## src/hw/rtl/rcmc_pkg.sv

```systemverilog
// Shared types, constants and command codes for the rover command motion controller.
package rcmc_pkg;

    localparam int CFG_INDEX_W = 3;
    localparam int CFG_DATA_W  = 13;

    // Configuration register indexes
    localparam logic [CFG_INDEX_W-1:0] CFG_RIGHT_CAL  = 3'd0;
    localparam logic [CFG_INDEX_W-1:0] CFG_LAMP_THR   = 3'd1;
    localparam logic [CFG_INDEX_W-1:0] CFG_LAMP_MAR   = 3'd2;
    localparam logic [CFG_INDEX_W-1:0] CFG_PAN_STEP   = 3'd3;
    localparam logic [CFG_INDEX_W-1:0] CFG_SPEED_STEP = 3'd4;

    // Configuration reset values
    localparam logic [12:0] RST_RIGHT_CAL  = 13'd512;
    localparam logic [6:0]  RST_LAMP_THR   = 7'd50;
    localparam logic [4:0]  RST_LAMP_MAR   = 5'd3;
    localparam logic [12:0] RST_PAN_STEP   = 13'h300;
    localparam logic [12:0] RST_SPEED_STEP = 13'h100;

    // State reset values
    localparam logic [15:0] RST_SPEED = 16'h7000;
    localparam logic [4:0]  RST_TILT  = 5'd20;
    localparam logic [15:0] RST_PAN   = 16'hA000;

    // Limits
    localparam logic [15:0] SPEED_HIGH = 16'hC000;
    localparam logic [15:0] SPEED_LOW  = 16'h2000;
    localparam logic [15:0] LEFT_HIGH  = 16'hC000;
    localparam logic [15:0] LEFT_LOW   = 16'h2000;
    localparam logic [15:0] RIGHT_HIGH = 16'hBE00;
    localparam logic [15:0] RIGHT_LOW  = 16'h1E00;
    localparam logic [15:0] PAN_HIGH   = 16'hD000;
    localparam logic [15:0] PAN_LOW    = 16'h8000;
    localparam logic [4:0]  TILT_HIGH  = 5'd30;
    localparam logic [4:0]  TILT_LOW   = 5'd10;
    localparam logic [15:0] PWM_OFF    = 16'hFFFF;
    localparam logic [6:0]  PCT_FULL   = 7'd100;

    // ASCII command codes
    localparam logic [7:0] CHR_0 = 8'h30;
    localparam logic [7:0] CHR_1 = 8'h31;
    localparam logic [7:0] CHR_2 = 8'h32;
    localparam logic [7:0] CHR_3 = 8'h33;
    localparam logic [7:0] CHR_4 = 8'h34;
    localparam logic [7:0] CHR_5 = 8'h35;
    localparam logic [7:0] CHR_6 = 8'h36;
    localparam logic [7:0] CHR_7 = 8'h37;
    localparam logic [7:0] CHR_8 = 8'h38;
    localparam logic [7:0] CHR_D = 8'h44;
    localparam logic [7:0] CHR_F = 8'h46;
    localparam logic [7:0] CHR_U = 8'h55;

    typedef struct packed {
        logic [7:0] drive_cmd;
        logic [7:0] lamp_cmd;
        logic [7:0] camera_cmd;
        logic [7:0] speed_cmd;
        logic [6:0] light_percent;
    } in_t;

    typedef struct packed {
        logic [15:0] left_pwm;
        logic [15:0] right_pwm;
        logic        direction_pin2;
        logic        direction_pin6;
        logic        brake;
        logic        lamp_on;
        logic        servos_enabled;
        logic [4:0]  tilt_position;
        logic [15:0] pan_position;
        logic [6:0]  speed_percent;
    } out_t;

    typedef struct packed {
        logic [12:0] right_calibration;
        logic [6:0]  lamp_threshold;
        logic [4:0]  lamp_margin;
        logic [12:0] pan_step;
        logic [12:0] speed_step;
    } cfg_t;

    typedef struct packed {
        logic [15:0] speed;
        logic [4:0]  tilt;
        logic [15:0] pan;
        logic        lamp;
        logic        servo_run;
    } state_t;

endpackage

```

## src/hw/rtl/rcmc_cfg.sv

```systemverilog
// Configuration register file for the rover command motion controller.
module rcmc_cfg (
    input  logic                             clk,
    input  logic                             rst_n,
    input  logic                             cfg_valid,
    input  logic [rcmc_pkg::CFG_INDEX_W-1:0] cfg_index,
    input  logic [rcmc_pkg::CFG_DATA_W-1:0]  cfg_data,
    output rcmc_pkg::cfg_t                   cfg
);

    rcmc_pkg::cfg_t cfg_reg;
    rcmc_pkg::cfg_t cfg_next;

    always_comb
    begin
        cfg_next = cfg_reg;
        if (cfg_valid)
        begin
            case (cfg_index)
                rcmc_pkg::CFG_RIGHT_CAL:  cfg_next.right_calibration = cfg_data;
                rcmc_pkg::CFG_LAMP_THR:   cfg_next.lamp_threshold    = cfg_data[6:0];
                rcmc_pkg::CFG_LAMP_MAR:   cfg_next.lamp_margin       = cfg_data[4:0];
                rcmc_pkg::CFG_PAN_STEP:   cfg_next.pan_step          = cfg_data;
                rcmc_pkg::CFG_SPEED_STEP: cfg_next.speed_step        = cfg_data;
                default:                  cfg_next = cfg_reg;
            endcase
        end
    end

    always_ff @(posedge clk or negedge rst_n)
    begin
        if (!rst_n)
        begin
            cfg_reg.right_calibration <= rcmc_pkg::RST_RIGHT_CAL;
            cfg_reg.lamp_threshold    <= rcmc_pkg::RST_LAMP_THR;
            cfg_reg.lamp_margin       <= rcmc_pkg::RST_LAMP_MAR;
            cfg_reg.pan_step          <= rcmc_pkg::RST_PAN_STEP;
            cfg_reg.speed_step        <= rcmc_pkg::RST_SPEED_STEP;
        end
        else
        begin
            cfg_reg <= cfg_next;
        end
    end

    assign cfg = cfg_reg;

endmodule

```

## src/hw/rtl/rcmc_state.sv

```systemverilog
// Lamp, servo and speed state registers with their per-command update logic.
module rcmc_state (
    input  logic               clk,
    input  logic               rst_n,
    input  logic               advance,
    input  rcmc_pkg::in_t      item,
    input  rcmc_pkg::cfg_t     cfg,
    output rcmc_pkg::state_t   st,
    output rcmc_pkg::state_t   st_next
);

    rcmc_pkg::state_t st_reg;

    logic [7:0]  light_lo;
    logic [7:0]  thr_hi;
    logic        lamp_set;
    logic        lamp_clr;
    logic [4:0]  tilt_up;
    logic [4:0]  tilt_dn;
    logic [16:0] pan_sum;
    logic [16:0] pan_floor;
    logic [15:0] pan_right;
    logic [15:0] pan_left;
    logic [16:0] spd_sum;
    logic [16:0] spd_floor;
    logic [15:0] spd_up;
    logic [15:0] spd_dn;

    // Lamp hysteresis, compared as light + margin < threshold and light > threshold + margin
    assign light_lo = {1'b0, item.light_percent} + {3'b000, cfg.lamp_margin};
    assign thr_hi   = {1'b0, cfg.lamp_threshold} + {3'b000, cfg.lamp_margin};
    assign lamp_set = (item.lamp_cmd == rcmc_pkg::CHR_F)
                   || (light_lo < {1'b0, cfg.lamp_threshold});
    assign lamp_clr = (item.lamp_cmd == rcmc_pkg::CHR_0)
                   && ({1'b0, item.light_percent} > thr_hi);

    assign tilt_up = (st_reg.tilt + 5'd1 >= rcmc_pkg::TILT_HIGH) ? rcmc_pkg::TILT_HIGH
                                                                 : st_reg.tilt + 5'd1;
    assign tilt_dn = (st_reg.tilt <= rcmc_pkg::TILT_LOW + 5'd1) ? rcmc_pkg::TILT_LOW
                                                                : st_reg.tilt - 5'd1;

    assign pan_sum   = {1'b0, st_reg.pan} + {4'b0000, cfg.pan_step};
    assign pan_floor = {1'b0, rcmc_pkg::PAN_LOW} + {4'b0000, cfg.pan_step};
    assign pan_right = (pan_sum > {1'b0, rcmc_pkg::PAN_HIGH}) ? rcmc_pkg::PAN_HIGH
                                                              : pan_sum[15:0];
    assign pan_left  = ({1'b0, st_reg.pan} < pan_floor) ? rcmc_pkg::PAN_LOW
                                                        : st_reg.pan - {3'b000, cfg.pan_step};

    assign spd_sum   = {1'b0, st_reg.speed} + {4'b0000, cfg.speed_step};
    assign spd_floor = {1'b0, rcmc_pkg::SPEED_LOW} + {4'b0000, cfg.speed_step};
    assign spd_up    = (spd_sum > {1'b0, rcmc_pkg::SPEED_HIGH}) ? rcmc_pkg::SPEED_HIGH
                                                                : spd_sum[15:0];
    assign spd_dn    = ({1'b0, st_reg.speed} < spd_floor) ? rcmc_pkg::SPEED_LOW
                                                          : st_reg.speed - {3'b000, cfg.speed_step};

    always_comb
    begin
        st_next = st_reg;

        if (lamp_set)
        begin
            st_next.lamp = 1'b1;
        end
        else if (lamp_clr)
        begin
            st_next.lamp = 1'b0;
        end

        st_next.servo_run = (item.camera_cmd != rcmc_pkg::CHR_0);

        case (item.camera_cmd)
            rcmc_pkg::CHR_1: st_next.tilt = tilt_up;
            rcmc_pkg::CHR_2: st_next.tilt = tilt_dn;
            rcmc_pkg::CHR_3: st_next.pan  = pan_left;
            rcmc_pkg::CHR_4: st_next.pan  = pan_right;
            rcmc_pkg::CHR_5:
            begin
                st_next.pan  = pan_left;
                st_next.tilt = tilt_up;
            end
            rcmc_pkg::CHR_6:
            begin
                st_next.pan  = pan_right;
                st_next.tilt = tilt_up;
            end
            rcmc_pkg::CHR_7:
            begin
                st_next.pan  = pan_left;
                st_next.tilt = tilt_dn;
            end
            rcmc_pkg::CHR_8:
            begin
                st_next.pan  = pan_right;
                st_next.tilt = tilt_dn;
            end
            default: st_next.pan = st_reg.pan;
        endcase

        case (item.speed_cmd)
            rcmc_pkg::CHR_D: st_next.speed = spd_up;
            rcmc_pkg::CHR_U: st_next.speed = spd_dn;
            default:         st_next.speed = st_reg.speed;
        endcase
    end

    always_ff @(posedge clk or negedge rst_n)
    begin
        if (!rst_n)
        begin
            st_reg.speed     <= rcmc_pkg::RST_SPEED;
            st_reg.tilt      <= rcmc_pkg::RST_TILT;
            st_reg.pan       <= rcmc_pkg::RST_PAN;
            st_reg.lamp      <= 1'b0;
            st_reg.servo_run <= 1'b0;
        end
        else if (advance)
        begin
            st_reg <= st_next;
        end
    end

    assign st = st_reg;

endmodule

```

## src/hw/rtl/rcmc_drive.sv

```systemverilog
// Drive decode, PWM clamping and speed percentage for one result.
module rcmc_drive (
    input  logic [7:0]        drive_cmd,
    input  rcmc_pkg::state_t  st_next,
    input  logic [12:0]       right_calibration,
    output rcmc_pkg::out_t    result
);

    function automatic logic [15:0] clamp_pwm(input logic [15:0] v,
                                              input logic [15:0] lo,
                                              input logic [15:0] hi);
        logic [15:0] r;
        begin
            if (v == rcmc_pkg::PWM_OFF)
                r = v;
            else if (v < lo)
                r = lo;
            else if (v > hi)
                r = hi;
            else
                r = v;
            return r;
        end
    endfunction

    logic [15:0] fast;
    logic [15:0] left_raw;
    logic [15:0] right_raw;
    logic        d2;
    logic        d6;
    logic        brk;
    logic [15:0] span;
    logic [17:0] span_x5;
    logic [6:0]  span_pct;

    // Setting never exceeds the speed ceiling, so the sum stays below the off code
    assign fast = st_next.speed + {3'b000, right_calibration};

    always_comb
    begin
        left_raw  = 16'h0000;
        right_raw = 16'h0000;
        d2        = 1'b0;
        d6        = 1'b0;
        brk       = 1'b0;
        case (drive_cmd)
            rcmc_pkg::CHR_0:
            begin
                d2 = 1'b1; d6 = 1'b1; brk = 1'b1;
                left_raw = rcmc_pkg::PWM_OFF; right_raw = rcmc_pkg::PWM_OFF;
            end
            rcmc_pkg::CHR_1:
            begin
                d2 = 1'b1; d6 = 1'b1;
                left_raw = st_next.speed; right_raw = fast;
            end
            rcmc_pkg::CHR_2:
            begin
                left_raw = st_next.speed; right_raw = fast;
            end
            rcmc_pkg::CHR_3:
            begin
                d6 = 1'b1;
                left_raw = st_next.speed; right_raw = fast;
            end
            rcmc_pkg::CHR_4:
            begin
                d2 = 1'b1;
                left_raw = st_next.speed; right_raw = fast;
            end
            rcmc_pkg::CHR_5:
            begin
                d2 = 1'b1; d6 = 1'b1;
                left_raw = rcmc_pkg::PWM_OFF; right_raw = fast;
            end
            rcmc_pkg::CHR_6:
            begin
                d2 = 1'b1; d6 = 1'b1;
                left_raw = st_next.speed; right_raw = rcmc_pkg::PWM_OFF;
            end
            rcmc_pkg::CHR_7:
            begin
                left_raw = st_next.speed; right_raw = rcmc_pkg::PWM_OFF;
            end
            rcmc_pkg::CHR_8:
            begin
                left_raw = rcmc_pkg::PWM_OFF; right_raw = fast;
            end
            default:
            begin
                left_raw  = 16'h0000;
                right_raw = 16'h0000;
            end
        endcase
    end

    // Span * 100 / 0xA000 reduces to span * 5 / 2048
    assign span     = st_next.speed - rcmc_pkg::SPEED_LOW;
    assign span_x5  = {span, 2'b00} + {2'b00, span};
    assign span_pct = span_x5[17:11];

    always_comb
    begin
        result.left_pwm       = clamp_pwm(left_raw, rcmc_pkg::LEFT_LOW, rcmc_pkg::LEFT_HIGH);
        result.right_pwm      = clamp_pwm(right_raw, rcmc_pkg::RIGHT_LOW, rcmc_pkg::RIGHT_HIGH);
        result.direction_pin2 = d2;
        result.direction_pin6 = d6;
        result.brake          = brk;
        result.lamp_on        = st_next.lamp;
        result.servos_enabled = st_next.servo_run;
        result.tilt_position  = st_next.tilt;
        result.pan_position   = st_next.pan;
        result.speed_percent  = rcmc_pkg::PCT_FULL - span_pct;
    end

endmodule

```

## src/hw/rtl/rover_command_motion_controller_unit.sv

```systemverilog
// Rover command motion controller top level: input register, update logic, result register.
// An accepted transaction is held in the input register, then its result is loaded into the
// result register that drives out_data once that register is free.
// Throughput: one transaction per cycle; the input register and result register both advance
// each cycle unless the result register is held by out_ready low.
// Reset (rst_n low, asynchronous): pipeline empties, configuration and state return to
// their defaults (speed 0x7000, tilt 20, pan 0xA000, lamp off, servos disabled).
module rover_command_motion_controller_unit (
    input  logic                             clk,
    input  logic                             rst_n,
    input  logic                             in_valid,
    output logic                             in_ready,
    input  rcmc_pkg::in_t                    in_data,
    output logic                             out_valid,
    input  logic                             out_ready,
    output rcmc_pkg::out_t                   out_data,
    input  logic                             cfg_valid,
    output logic                             cfg_ready,
    input  logic [rcmc_pkg::CFG_INDEX_W-1:0] cfg_index,
    input  logic [rcmc_pkg::CFG_DATA_W-1:0]  cfg_data
);

    logic             s1_valid_reg;
    rcmc_pkg::in_t    s1_data_reg;
    logic             out_valid_reg;
    rcmc_pkg::out_t   out_data_reg;
    logic             advance;
    rcmc_pkg::cfg_t   cfg;
    rcmc_pkg::state_t st;
    rcmc_pkg::state_t st_next;
    rcmc_pkg::out_t   result;

    assign cfg_ready = 1'b1;

    // Move the held transaction into the result register when that slot frees up
    assign advance  = s1_valid_reg && (!out_valid_reg || out_ready);
    assign in_ready = !s1_valid_reg || advance;

    rcmc_cfg u_cfg (
        .clk       (clk),
        .rst_n     (rst_n),
        .cfg_valid (cfg_valid),
        .cfg_index (cfg_index),
        .cfg_data  (cfg_data),
        .cfg       (cfg)
    );

    rcmc_state u_state (
        .clk     (clk),
        .rst_n   (rst_n),
        .advance (advance),
        .item    (s1_data_reg),
        .cfg     (cfg),
        .st      (st),
        .st_next (st_next)
    );

    rcmc_drive u_drive (
        .drive_cmd         (s1_data_reg.drive_cmd),
        .st_next           (st_next),
        .right_calibration (cfg.right_calibration),
        .result            (result)
    );

    always_ff @(posedge clk or negedge rst_n)
    begin
        if (!rst_n)
        begin
            s1_valid_reg <= 1'b0;
        end
        else if (in_valid && in_ready)
        begin
            s1_valid_reg <= 1'b1;
        end
        else if (advance)
        begin
            s1_valid_reg <= 1'b0;
        end
    end

    always_ff @(posedge clk)
    begin
        if (in_valid && in_ready)
        begin
            s1_data_reg <= in_data;
        end
    end

    always_ff @(posedge clk or negedge rst_n)
    begin
        if (!rst_n)
        begin
            out_valid_reg <= 1'b0;
        end
        else if (advance)
        begin
            out_valid_reg <= 1'b1;
        end
        else if (out_ready)
        begin
            out_valid_reg <= 1'b0;
        end
    end

    always_ff @(posedge clk)
    begin
        if (advance)
        begin
            out_data_reg <= result;
        end
    end

    assign out_valid = out_valid_reg;
    assign out_data  = out_data_reg;

    // A moved transaction always lands in the result register
    a_advance_fills_out: assert property (@(posedge clk) disable iff (!rst_n)
        advance |=> out_valid_reg)
        else $error("result register not loaded after advance");

    // Input side stalls only when both stages are full and the output is held
    a_stall_reason: assert property (@(posedge clk) disable iff (!rst_n)
        !in_ready |-> (s1_valid_reg && out_valid_reg && !out_ready))
        else $error("input stalled without a full pipeline");

    // State changes only when a transaction is processed
    a_state_hold: assert property (@(posedge clk) disable iff (!rst_n)
        !advance |=> $stable(st))
        else $error("state changed without a transaction");

    // Brake always comes with both motors off
    a_brake_off: assert property (@(posedge clk) disable iff (!rst_n)
        (out_valid_reg && out_data_reg.brake) |->
            (out_data_reg.left_pwm == rcmc_pkg::PWM_OFF
             && out_data_reg.right_pwm == rcmc_pkg::PWM_OFF))
        else $error("brake set with a motor driven");

endmodule

```

## config.mk

```make
export PLATFORM = sky130hd
export DESIGN_NAME = rover_command_motion_controller_unit
export DESIGN_NICKNAME = d
export VERILOG_FILES = /design/src/hw/rtl/rcmc_pkg.sv /design/src/hw/rtl/rcmc_cfg.sv /design/src/hw/rtl/rcmc_state.sv /design/src/hw/rtl/rcmc_drive.sv /design/src/hw/rtl/rover_command_motion_controller_unit.sv
export SDC_FILE = /design/constraint.sdc
export NUM_CORES = 1
export LEC_CHECK = 0
export BUFFER_PORTS_ARGS = -buffer_cell sky130_fd_sc_hd__buf_2
export CORE_ASPECT_RATIO = 1.2
export CORE_MARGIN = 3
export CORE_UTILIZATION = 61
export DETAILED_ROUTE_END_ITERATION = 8
export GPL_TIMING_DRIVEN = 0
export PLACE_DENSITY_LB_ADDON = 0.2
export SLEW_MARGIN = 10
export SYNTH_ARGS = -nofsm -noshare
export SYNTH_HDL_FRONTEND = slang
export SYNTH_HIERARCHICAL = 1
export SYNTH_SLANG_ARGS = --single-unit
```

## constraint.sdc

```tcl
create_clock -name clk -period 8.7 [get_ports clk]
set_clock_uncertainty 0.2 [all_clocks]
set_input_delay 1.74 -clock clk [delete_from_list [all_inputs] [get_ports clk]]
set_output_delay 1.74 -clock clk [all_outputs]
set_load 0.005 [all_outputs]
```

==> results of run 1 <==
-- power breakdown --
group	total, W	switching, W	internal, W
clock network	0.000804	0.000391	0.000413
registers	0.00131	0.000129	0.00118
logic	0.00247	0.00149	0.000976
-- layout make-up --
class,instances,area (um2)
buffer,96,537
timing repair buffer,128,681
clock buffer,19,433
fill,1875,7090
inverter,100,375
clock inverter,13,160
multi-input combinational,1116,8110
sequential,195,5420
tap,315,394
-- worst paths after layout --
path                               start            end  slack, ns  depth (start not counted)
max                         u_cfg/cfg[3]   out_data[37]       0.92                         23
min                        u_cfg/cfg[37]  u_cfg/cfg[37]       0.31                          1
max reg2reg                 u_cfg/cfg[3]   out_data[37]       0.92                         23
min reg2reg                u_cfg/cfg[37]  u_cfg/cfg[37]       0.31                          1
max in group asynchronous          rst_n  u_cfg/cfg[36]       6.50                          2
min in group asynchronous          rst_n  u_cfg/cfg[10]       1.07                          1
-- layer usage --
metal	track usage, %	vias to the layer above
met5	0	-
met4	13.3	0
met3	4.51	104
met2	52.5	544
met1	37.1	5955
li1	-	5891
-- cells in the final DEF (no fill, tap or decap), types with 9 or more instances in the layout --
| cell | instances |
|---|---|
| buf_2 | 130 |
| ha_1 | 107 |
| nand2_1 | 105 |
| edfxtp_1 | 104 |
| a21oi_1 | 102 |
| nor2_1 | 102 |
| inv_1 | 99 |
| dfrtp_1 | 75 |
| o21ai_0 | 73 |
| clkbuf_1 | 53 |
| mux2_2 | 47 |
| a21o_1 | 40 |
| xnor2_1 | 40 |
| nor3_1 | 37 |
| buf_4 | 32 |
| nand2b_1 | 27 |
| nand3_1 | 27 |
| nor2b_1 | 23 |
| a31oi_1 | 23 |
| a211oi_1 | 22 |
| nand4_1 | 18 |
| clkbuf_16 | 17 |
| dfstp_2 | 16 |
| xor2_1 | 16 |
| a221oi_1 | 16 |
| o211ai_1 | 14 |
| o21a_1 | 13 |
| and3_1 | 12 |
| mux2_4 | 10 |
| o21ai_1 | 10 |
| a311oi_1 | 10 |
| a41oi_1 | 10 |
| or2_2 | 9 |
| o221ai_1 | 9 |
-- critical path: stages, from the launching register on --
cell and delay [ns]:
dfrtp_1 0.39, inv_1 0.06, ha_1 0.27, clkbuf_1 0.35
and3_1 0.25, a221oi_2 0.11, a21oi_1 0.36, a41oi_1 0.19
a21oi_1 0.32, a21oi_1 0.17, nor2_1 0.53, clkbuf_1 0.50
nand2_1 0.15, a31oi_1 0.19, a21o_1 0.33, ha_1 0.38
a2111oi_0 0.38, o21ai_1 0.23, a2111oi_0 0.81, nor3_1 0.07
nand3b_1 0.29, o311ai_1 0.56, buf_2 0.35, a221oi_2 0.10
-- metrics by stage --
stage          hold WS [ns]  area [um2]  instances  utilization (%)  power, W
2_1_floorplan         0.274       14400       1507                -   0.00311
3_3_place_gp          0.287       15500       1948             66.7   0.00365
3_5_place_dp          0.296       15500       1950             66.9   0.00371
4_1_cts               0.316       16100       1982             69.4   0.00454
5_1_grt               0.334       16100       1982             69.4   0.00490
6_report              0.313       16100       1982             69.4   0.00458
==> metrics, run 1 <==
VDD IR max 0.157 mV; antenna-violating nets left 0; initial antenna violation count 0; Min-Delay Path Class reg2reg; GRT Total Usage a little under a third; Top Layer Used met4; vias in the first global route 12300; core area 23200 um2; final hold viol count 0; setup_tns 0 ns; CTS tree yes; RSZ-0062 raised after global routing false; Syn Nets approximately 1700; GRT overflow 0; CTS buffer count 17; Total Wirelength 38500 um; Gate Count Post-Synth roughly 1500; pin count of the biggest net entering global routing 60; Die X 146 um; n_diodes 0; clk_lat worst skew between 0.4 and 0.5 ns; DR vias 12500; worst slew pin tran 1.06 ns; DRT iter0 DRCs around 1200; clock slew at reported path FFs ~0.08 ns; H-tree levels 4; gpl congestion around 0.97; Data arrival, critical path a little under 8 ns; port buffer count approximately 130; LEAKAGE 6.64 nW; startpoint types register; met2 routed WL around 19000 um; # clock sinks a little under 200; die area between 20000 and 30000 um2; Starting Density just over 60%; Die Y ~170 um; drt pass-1 iters 7; Slew Viols, Final 0; I/O Pins ~130; Worst slew margin around 28%; CP required 8.67 ns; crit end category register; PostCTS Resize Cnt 0; WS Path Type reg2reg; Mapped Area between 10000 and 15000 um2; WL/cell approximately 19 um; pre-CTS setup slack approximately 1.1 ns; Via density 6.30; Layout area overhead 11.6%; period utilization just under 90%; Final WS setup 0.920 ns; syn_area_per_cell 9.58 um2; Final Net Count 1828; Met1 Wirelength between 15000 and 20000 um; Max-Cap Viols 0; hpwl dp between 20000 and 30000 um; share of layout cells above drive strength 1 between 15 and 20%; max reg flops 65; Std-Cell Rows 61; Warnings, synthesis 6; Hold-fix buffers, CTS 0; fmax roughly 130 MHz; Routed met3 length between 2000 and 3000 um; minimum clock period 7.78 ns; endpoints failing setup 0; CP max FO 10; PwrDens roughly 280 nW/um2; first-pass GRT wire length about 62000 um; root cell of the clock tree clkbuf_16; outcome finished, final reports clean; setup bufs post-CTS 0; remaining design rule violation count 0; CTS max path bufs 2
Power figures use the tool's default switching activity.
==> run 2, diff against run 1 <==
Settings changed: CTS_BUF_LIST from default to sky130_fd_sc_hd__clkbuf_16.
==> run 2 against run 1 <==
Effect of this change: sequential power hardly changed; via count hardly changed; worst setup slack worse by 0.030 ns; wire length is 0.16% higher; maximum frequency is 0.39% lower; power hardly changed; critical path type unchanged; largest power group unchanged.
==> metrics, run 2 (synthesized netlist as in run 1, its figures left out) <==
outcome finished, final reports clean; fillers 1875 (unchanged); final core occ 69.4% (unchanged); cell area after layout 16100 um2 (unchanged); vias in the first global route 12300 (unchanged); worst r2r src u_cfg/cfg[3]; GRT overflow 0 (unchanged); CTS buffer count 17 (unchanged); Total Wirelength 38500 um (+0.16%); clock slew at reported path FFs 0.08 ns (about the same); initial antenna violation count 0 (unchanged); DR vias 12500 (+0.032%); Data arrival, critical path 7.79 ns (+0.04 ns); # clock sinks 195 (unchanged); PostCTS Resize Cnt 0 (unchanged); CTS max path bufs 2 (unchanged); gpl congestion 0.967 (unchanged); WS Path Type reg2reg; startpoint types register; FF-to-FF path depth 23 (unchanged); H-tree levels 4 (unchanged); Worst path slowest cell a2111oi_0; die area 25600 um2 (unchanged); worst slew pin tran 1.00 ns (-0.0546 ns); Hold-fix buffers, CTS 0 (unchanged); CTS tree yes; Worst slew margin 31.4% (+3.7 points); I/O Pins 128 (unchanged); CP peak stage delay 0.80 ns (about the same); antenna-violating nets left 0 (unchanged); GRT Total Usage 30.1% (unchanged); Slew Viols, Final 0 (unchanged); dpl cell area 15500 um2 (unchanged); worst reg-to-reg setup slack 0.89 ns (-0.03 ns); Crit path max-delay family compound AO/OA/AOI/OAI gates; final hold viol count 0 (unchanged); max reg flops 65 (unchanged); VDD IR max 0.158 mV (+0.28%); worst r2r dst out_data[37]; clk_lat worst skew 0.44 ns (about the same); LEAKAGE 6.64 nW (+0.12%); endpoints failing setup 0 (unchanged); drt pass-1 iters 6 (-1); port buffer count 126 (unchanged); Final Net Count 1828 (unchanged); root cell of the clock tree clkbuf_16; pin count of the biggest net entering global routing 60 (unchanged); DRT iter0 DRCs 1205 (-2.0%); Die Y 175 um (unchanged); Via density 6.31 (about the same); setup_tns 0 ns (unchanged); WL/cell 19.4 um (+0.16%); Max-Cap Viols 0 (unchanged); CP required 8.68 ns (about the same); core area 23200 um2 (unchanged); hold path start u_cfg/cfg[37]; crit path launch u_cfg/cfg[3]; most frequent cells in the layout buf_2, ha_1, nand2_1; worst path cell trace inv_1 -> ha_1 -> clkbuf_1 -> and3_1 -> a221oi_2 -> a21oi_1 -> a41oi_1 -> a21oi_1 -> a21oi_1 -> nor2_1 -> clkbuf_1 -> nand2_1 -> a31oi_1 -> a21o_1 -> ha_1 -> a2111oi_0 -> o21ai_1 -> a2111oi_0 -> nor3_1 -> nand3b_1 -> o311ai_1 -> buf_2 -> a221oi_2; share of layout cells above drive strength 1 19.3% (unchanged); hpwl dp 28600 um (unchanged); Min-Delay Path Class reg2reg; first-pass GRT wire length 62400 um (unchanged); Layout area overhead 11.6% (unchanged); minimum clock period 7.81 ns (+0.0303 ns); Starting Density 62.2% (unchanged); Die X 146 um (unchanged); CP max FO 10 (unchanged); CP bufs+invs 4 (unchanged); CP most frequent cell a21oi_1; crit end category register; period utilization 89.8% (+0.35 points); Std-Cell Rows 61 (unchanged); setup bufs post-CTS 0 (unchanged); Worst Hold Path EP u_cfg/cfg[37]; n_diodes 0 (unchanged); most common library cell in the layout ignoring fill and taps buf_2; RSZ-0062 raised after global routing false; remaining design rule violation count 0 (unchanged); fmax 128 MHz (-0.39%); Hold Crit Depth 1 (unchanged); PwrDens 284 nW/um2 (about the same)
-- run 2: per-stage QoR --
stage,std cells,power [W],setup WS [ns],hold slack (ns)
global route,1982,0.00490,0.342,0.334
floorplan,1507,0.00311,2.41,0.274
global placement,1948,0.00365,1.18,0.287
detailed placement,1950,0.00371,1.05,0.296
finish,1982,0.00458,0.890,0.314
CTS,1982,0.00454,1.05,0.316
-- run 2: layer usage --
metal,global-route usage (%),vias up,part of all wire [%]
met5,0,-,0
met4,13.3,0,3.9
met3,4.51,98,6.5
met2,52.5,546,50
met1,37.1,5966,40
li1,-,5888,-
-- run 2: power by group --
part / switching [W] / internal (W)
Clock: 0.000393 / 0.000411
Sequential: 0.000129 / 0.00118
Combinational: 0.00150 / 0.000977
-- run 2: worst max path at each step --
stage	end	slack (ns)	cells after the start
global placement	out_data[36]	1.18	23
global route	out_data[38]	0.34	22
floorplan	out_data[36]	2.41	25
CTS	out_data[6]	1.05	27
finish	out_data[37]	0.89	23
detailed placement	out_data[6]	1.05	27
-- run 2: layout make-up --
cell class	count	area (um2)	area share [%]
Inverter	100	375	2.33
Clock buffer	17	425	2.64
Tap cell	315	394	2.45
Clock inverter	15	168	1.04
Timing Repair Buffer	128	681	4.22
Sequential cell	195	5420	33.6
Buffer	96	537	3.33
Multi-Input combinational cell	1116	8110	50.3
==> run 3, diff against run 2 <==
Settings changed: SYNTH_HIERARCHICAL 1 to default.
==> run 3 against run 2 <==
Effect of this change: sequential power hardly changed; count of clock-buffer cells in the layout is the same; worst hold slack worse by 0.019 ns; die area is 7.1% lower; final area decreased by 6.9%; flip-flop and latch count did not move; power is 12% lower; critical path depth rose by 4; critical path type unchanged; critical endpoint is now out_data[44]; largest cell class unchanged.
==> metrics, run 3 <==
remaining design rule violation count 0 (unchanged); vias in the first global route 11000 (-11%); Synth top area share around a quarter; pin count of the biggest net entering global routing 64 (+6.7%); CP max FO 10 (unchanged); core area 21300 um2 (-8.4%); period utilization 90.7% (+0.90 points); dpl cell area 14400 um2 (-7.0%); PwrDens 269 nW/um2 (-5.4%); Syn Nets 1580 (-6.0%); Switching Share 41.4% (-2.6 points); GRT overflow 0 (unchanged); worst slew pin tran 1.29 ns (+0.281 ns); Mapped Area 13400 um2 (-7.4%); Yosys top cell by area edfxtp_1; share of layout cells above drive strength 1 17.2% (-2.1 points); root cell of the clock tree clkbuf_16; DRT iter0 DRCs 719 (-40%); # clock sinks 195 (unchanged); Starting Density 62.9% (+0.66 points); fmax 127 MHz (-0.99%); setup bufs post-CTS 0 (unchanged); hpwl dp 26100 um (-8.5%); initial antenna violation count 0 (unchanged); first-pass GRT wire length 55400 um (-11%); Die X 141 um (-3.6%); Hold-fix buffers, CTS 0 (unchanged); Final Net Count 1729 (-5.4%); clock share of power 18.9% (+1.4 points); Data arrival, critical path 7.87 ns (+0.08 ns); Commonest cells post-synth nand2_1, a21oi_1, ha_1; LEAKAGE 6.38 nW (-4.0%); CTS buffer count 17 (unchanged); n_diodes 0 (unchanged); max reg flops 65 (unchanged); die area 23700 um2 (-7.1%); gpl congestion 0.931 (-3.7%); Reg power frac 32.1% (+3.6 points); CTS max path bufs 2 (unchanged); number of synthesized flops with an enable pin ~100; top-count cell post-synth nand2_1; WHS 0.294 ns (-0.0193 ns); startpoint types register; minimum clock period 7.89 ns (+0.0784 ns); VDD IR max 0.170 mV (+7.9%); most frequent cells in the layout buf_2, nand2_1, a21oi_1; CP required 8.68 ns (about the same); Gate Count Post-Synth 1404 (-6.8%); Seq/Total Area, Yosys between 40% and 50%; H-tree levels 4 (unchanged); final hold viol count 0 (unchanged); drt pass-1 iters 5 (-1); Yosys reg bits between 150 and 200; Min-Delay Path Class reg2reg; endpoints failing setup 0 (unchanged); Layout area overhead 12.2%; PostCTS Resize Cnt 0 (unchanged); Die Y 168 um (-3.6%); outcome finished, final reports clean; syn_area_per_cell 9.53 um2 (-0.59%); Async SR Flop Fraction between 40% and 50%; antenna-violating nets left 0 (unchanged); Via density 6.23 (-1.2%); DR vias 11400 (-8.5%); NetSw 0.00167 W (-17%); clk_lat worst skew 0.44 ns (about the same); power share of the combinational group 49.0% (-5.0 points); Total Wirelength 34400 um (-11%); RSZ-0062 raised after global routing false; I/O Pins 128 (unchanged); GRT Total Usage 29.0% (-1.1 points); Netlist cell types 92; Std-Cell Rows 58 (-4.9%); Slew Viols, Final 0 (unchanged); Warnings, synthesis 0 (-6); CTS tree yes; WS Path Type reg2reg; clock slew at reported path FFs 0.08 ns (about the same); Worst slew margin 13.4% (-18 points); crit end category register; fillers 1658 (-12%); port buffer count 126 (unchanged); P_int 0.00236 W (-7.8%); top_reg_cell synth edfxtp_1; Max-Cap Viols 0 (unchanged); top cells by area, synth edfxtp_1, dfrtp_1, ha_1; most common library cell in the layout ignoring fill and taps buf_2; setup_tns 0 ns (unchanged); cell area after layout 15000 um2 (-6.9%); WL/cell 18.7 um (-3.6%)
## run 3: final cells by class
type / count / area (um2) / area share [%]
Inverter: 98 / 368 / 2.45
Multi-Input combinational cell: 1057 / 7340 / 48.9
Clock buffer: 17 / 425 / 2.84
Clock inverter: 15 / 140 / 0.934
Tap cell: 270 / 338 / 2.25
Buffer: 54 / 253 / 1.68
Timing Repair Buffer: 130 / 721 / 4.80
Sequential cell: 195 / 5420 / 36.1
## run 3: cells by family after synthesis
group | synth area share [%]
other | 0.0280
adder cells (fa/ha/maj) | 11.2
XOR/XNOR | 3.93
buffers and inverters | 4.63
AO/OA/AOI/OAI | 20.5
multiplexers | 3.75
AND/OR/NAND/NOR | 15.4
flip-flops | 40.5
## run 3: layer usage
metal | share of wire, % | GRT usage, % | vias to the layer above
li1 | - | - | 5423
met1 | 41 | 35.8 | 5489
met2 | 50 | 50.4 | 423
met3 | 6.2 | 5.31 | 106
met4 | 3.5 | 11.0 | 0
met5 | 0 | 0 | -
## run 3: path summary, 6_finish.rpt
path	end	depth (start not counted)	start	slack, ns
worst max-delay path	out_data[44]	27	u_state.st[23]	0.81
worst min-delay path	out_valid	1	s1_valid_reg	0.29
worst max register to register	out_data[44]	27	u_state.st[23]	0.81
worst min register to register	out_valid	1	s1_valid_reg	0.29
max in group asynchronous	u_state.st[36]	2	rst_n	6.53
min in group asynchronous	u_state.st[4]	1	rst_n	1.04
## run 3: power groups by stage
stage,sequential [W],combinational (W),clock (W)
after CTS,0.00129,0.00195,0.000778
final,0.00129,0.00198,0.000764
after floorplan,0.00127,0.00148,0
after global placement,0.00131,0.00186,0
after global routing,0.00131,0.00220,0.000822
after detailed placement,0.00131,0.00193,0
## run 3: worst max-delay path, stage by stage, from the launching register on
cell and delay, ns:
dfrtp_1 0.43, ha_1 0.23, fa_1 0.39, nor2b_1 0.21, o21ai_0 0.40, a21boi_0 0.20, nor4_1 0.31, and4_1 0.26
nand4_1 0.10, o41a_1 0.46, buf_6 0.19, o21ai_0 0.67, inv_1 0.24, fa_1 0.49, nor2b_1 0.12, o21ai_0 0.13
a21oi_1 0.23, o21a_1 0.15, o21a_1 0.13, nor2_1 0.05, xor2_1 0.15, o21a_1 0.21, or4_1 0.51, or3_1 0.32
a21oi_1 0.24, a31oi_1 0.09, buf_2 0.21, a211o_1 0.29
## run 3: per-stage QoR
step | total power (W) | utilization (%) | worst slack [ns] | std cells
after global placement | 0.00317 | 67.5 | 1.06 | 1800
after CTS | 0.00402 | 70.6 | 0.937 | 1836
after floorplan | 0.00276 | - | 2.24 | 1404
final | 0.00404 | 70.6 | 0.811 | 1836
after detailed placement | 0.00324 | 67.9 | 1.05 | 1804
after global routing | 0.00433 | 70.6 | 0.475 | 1836
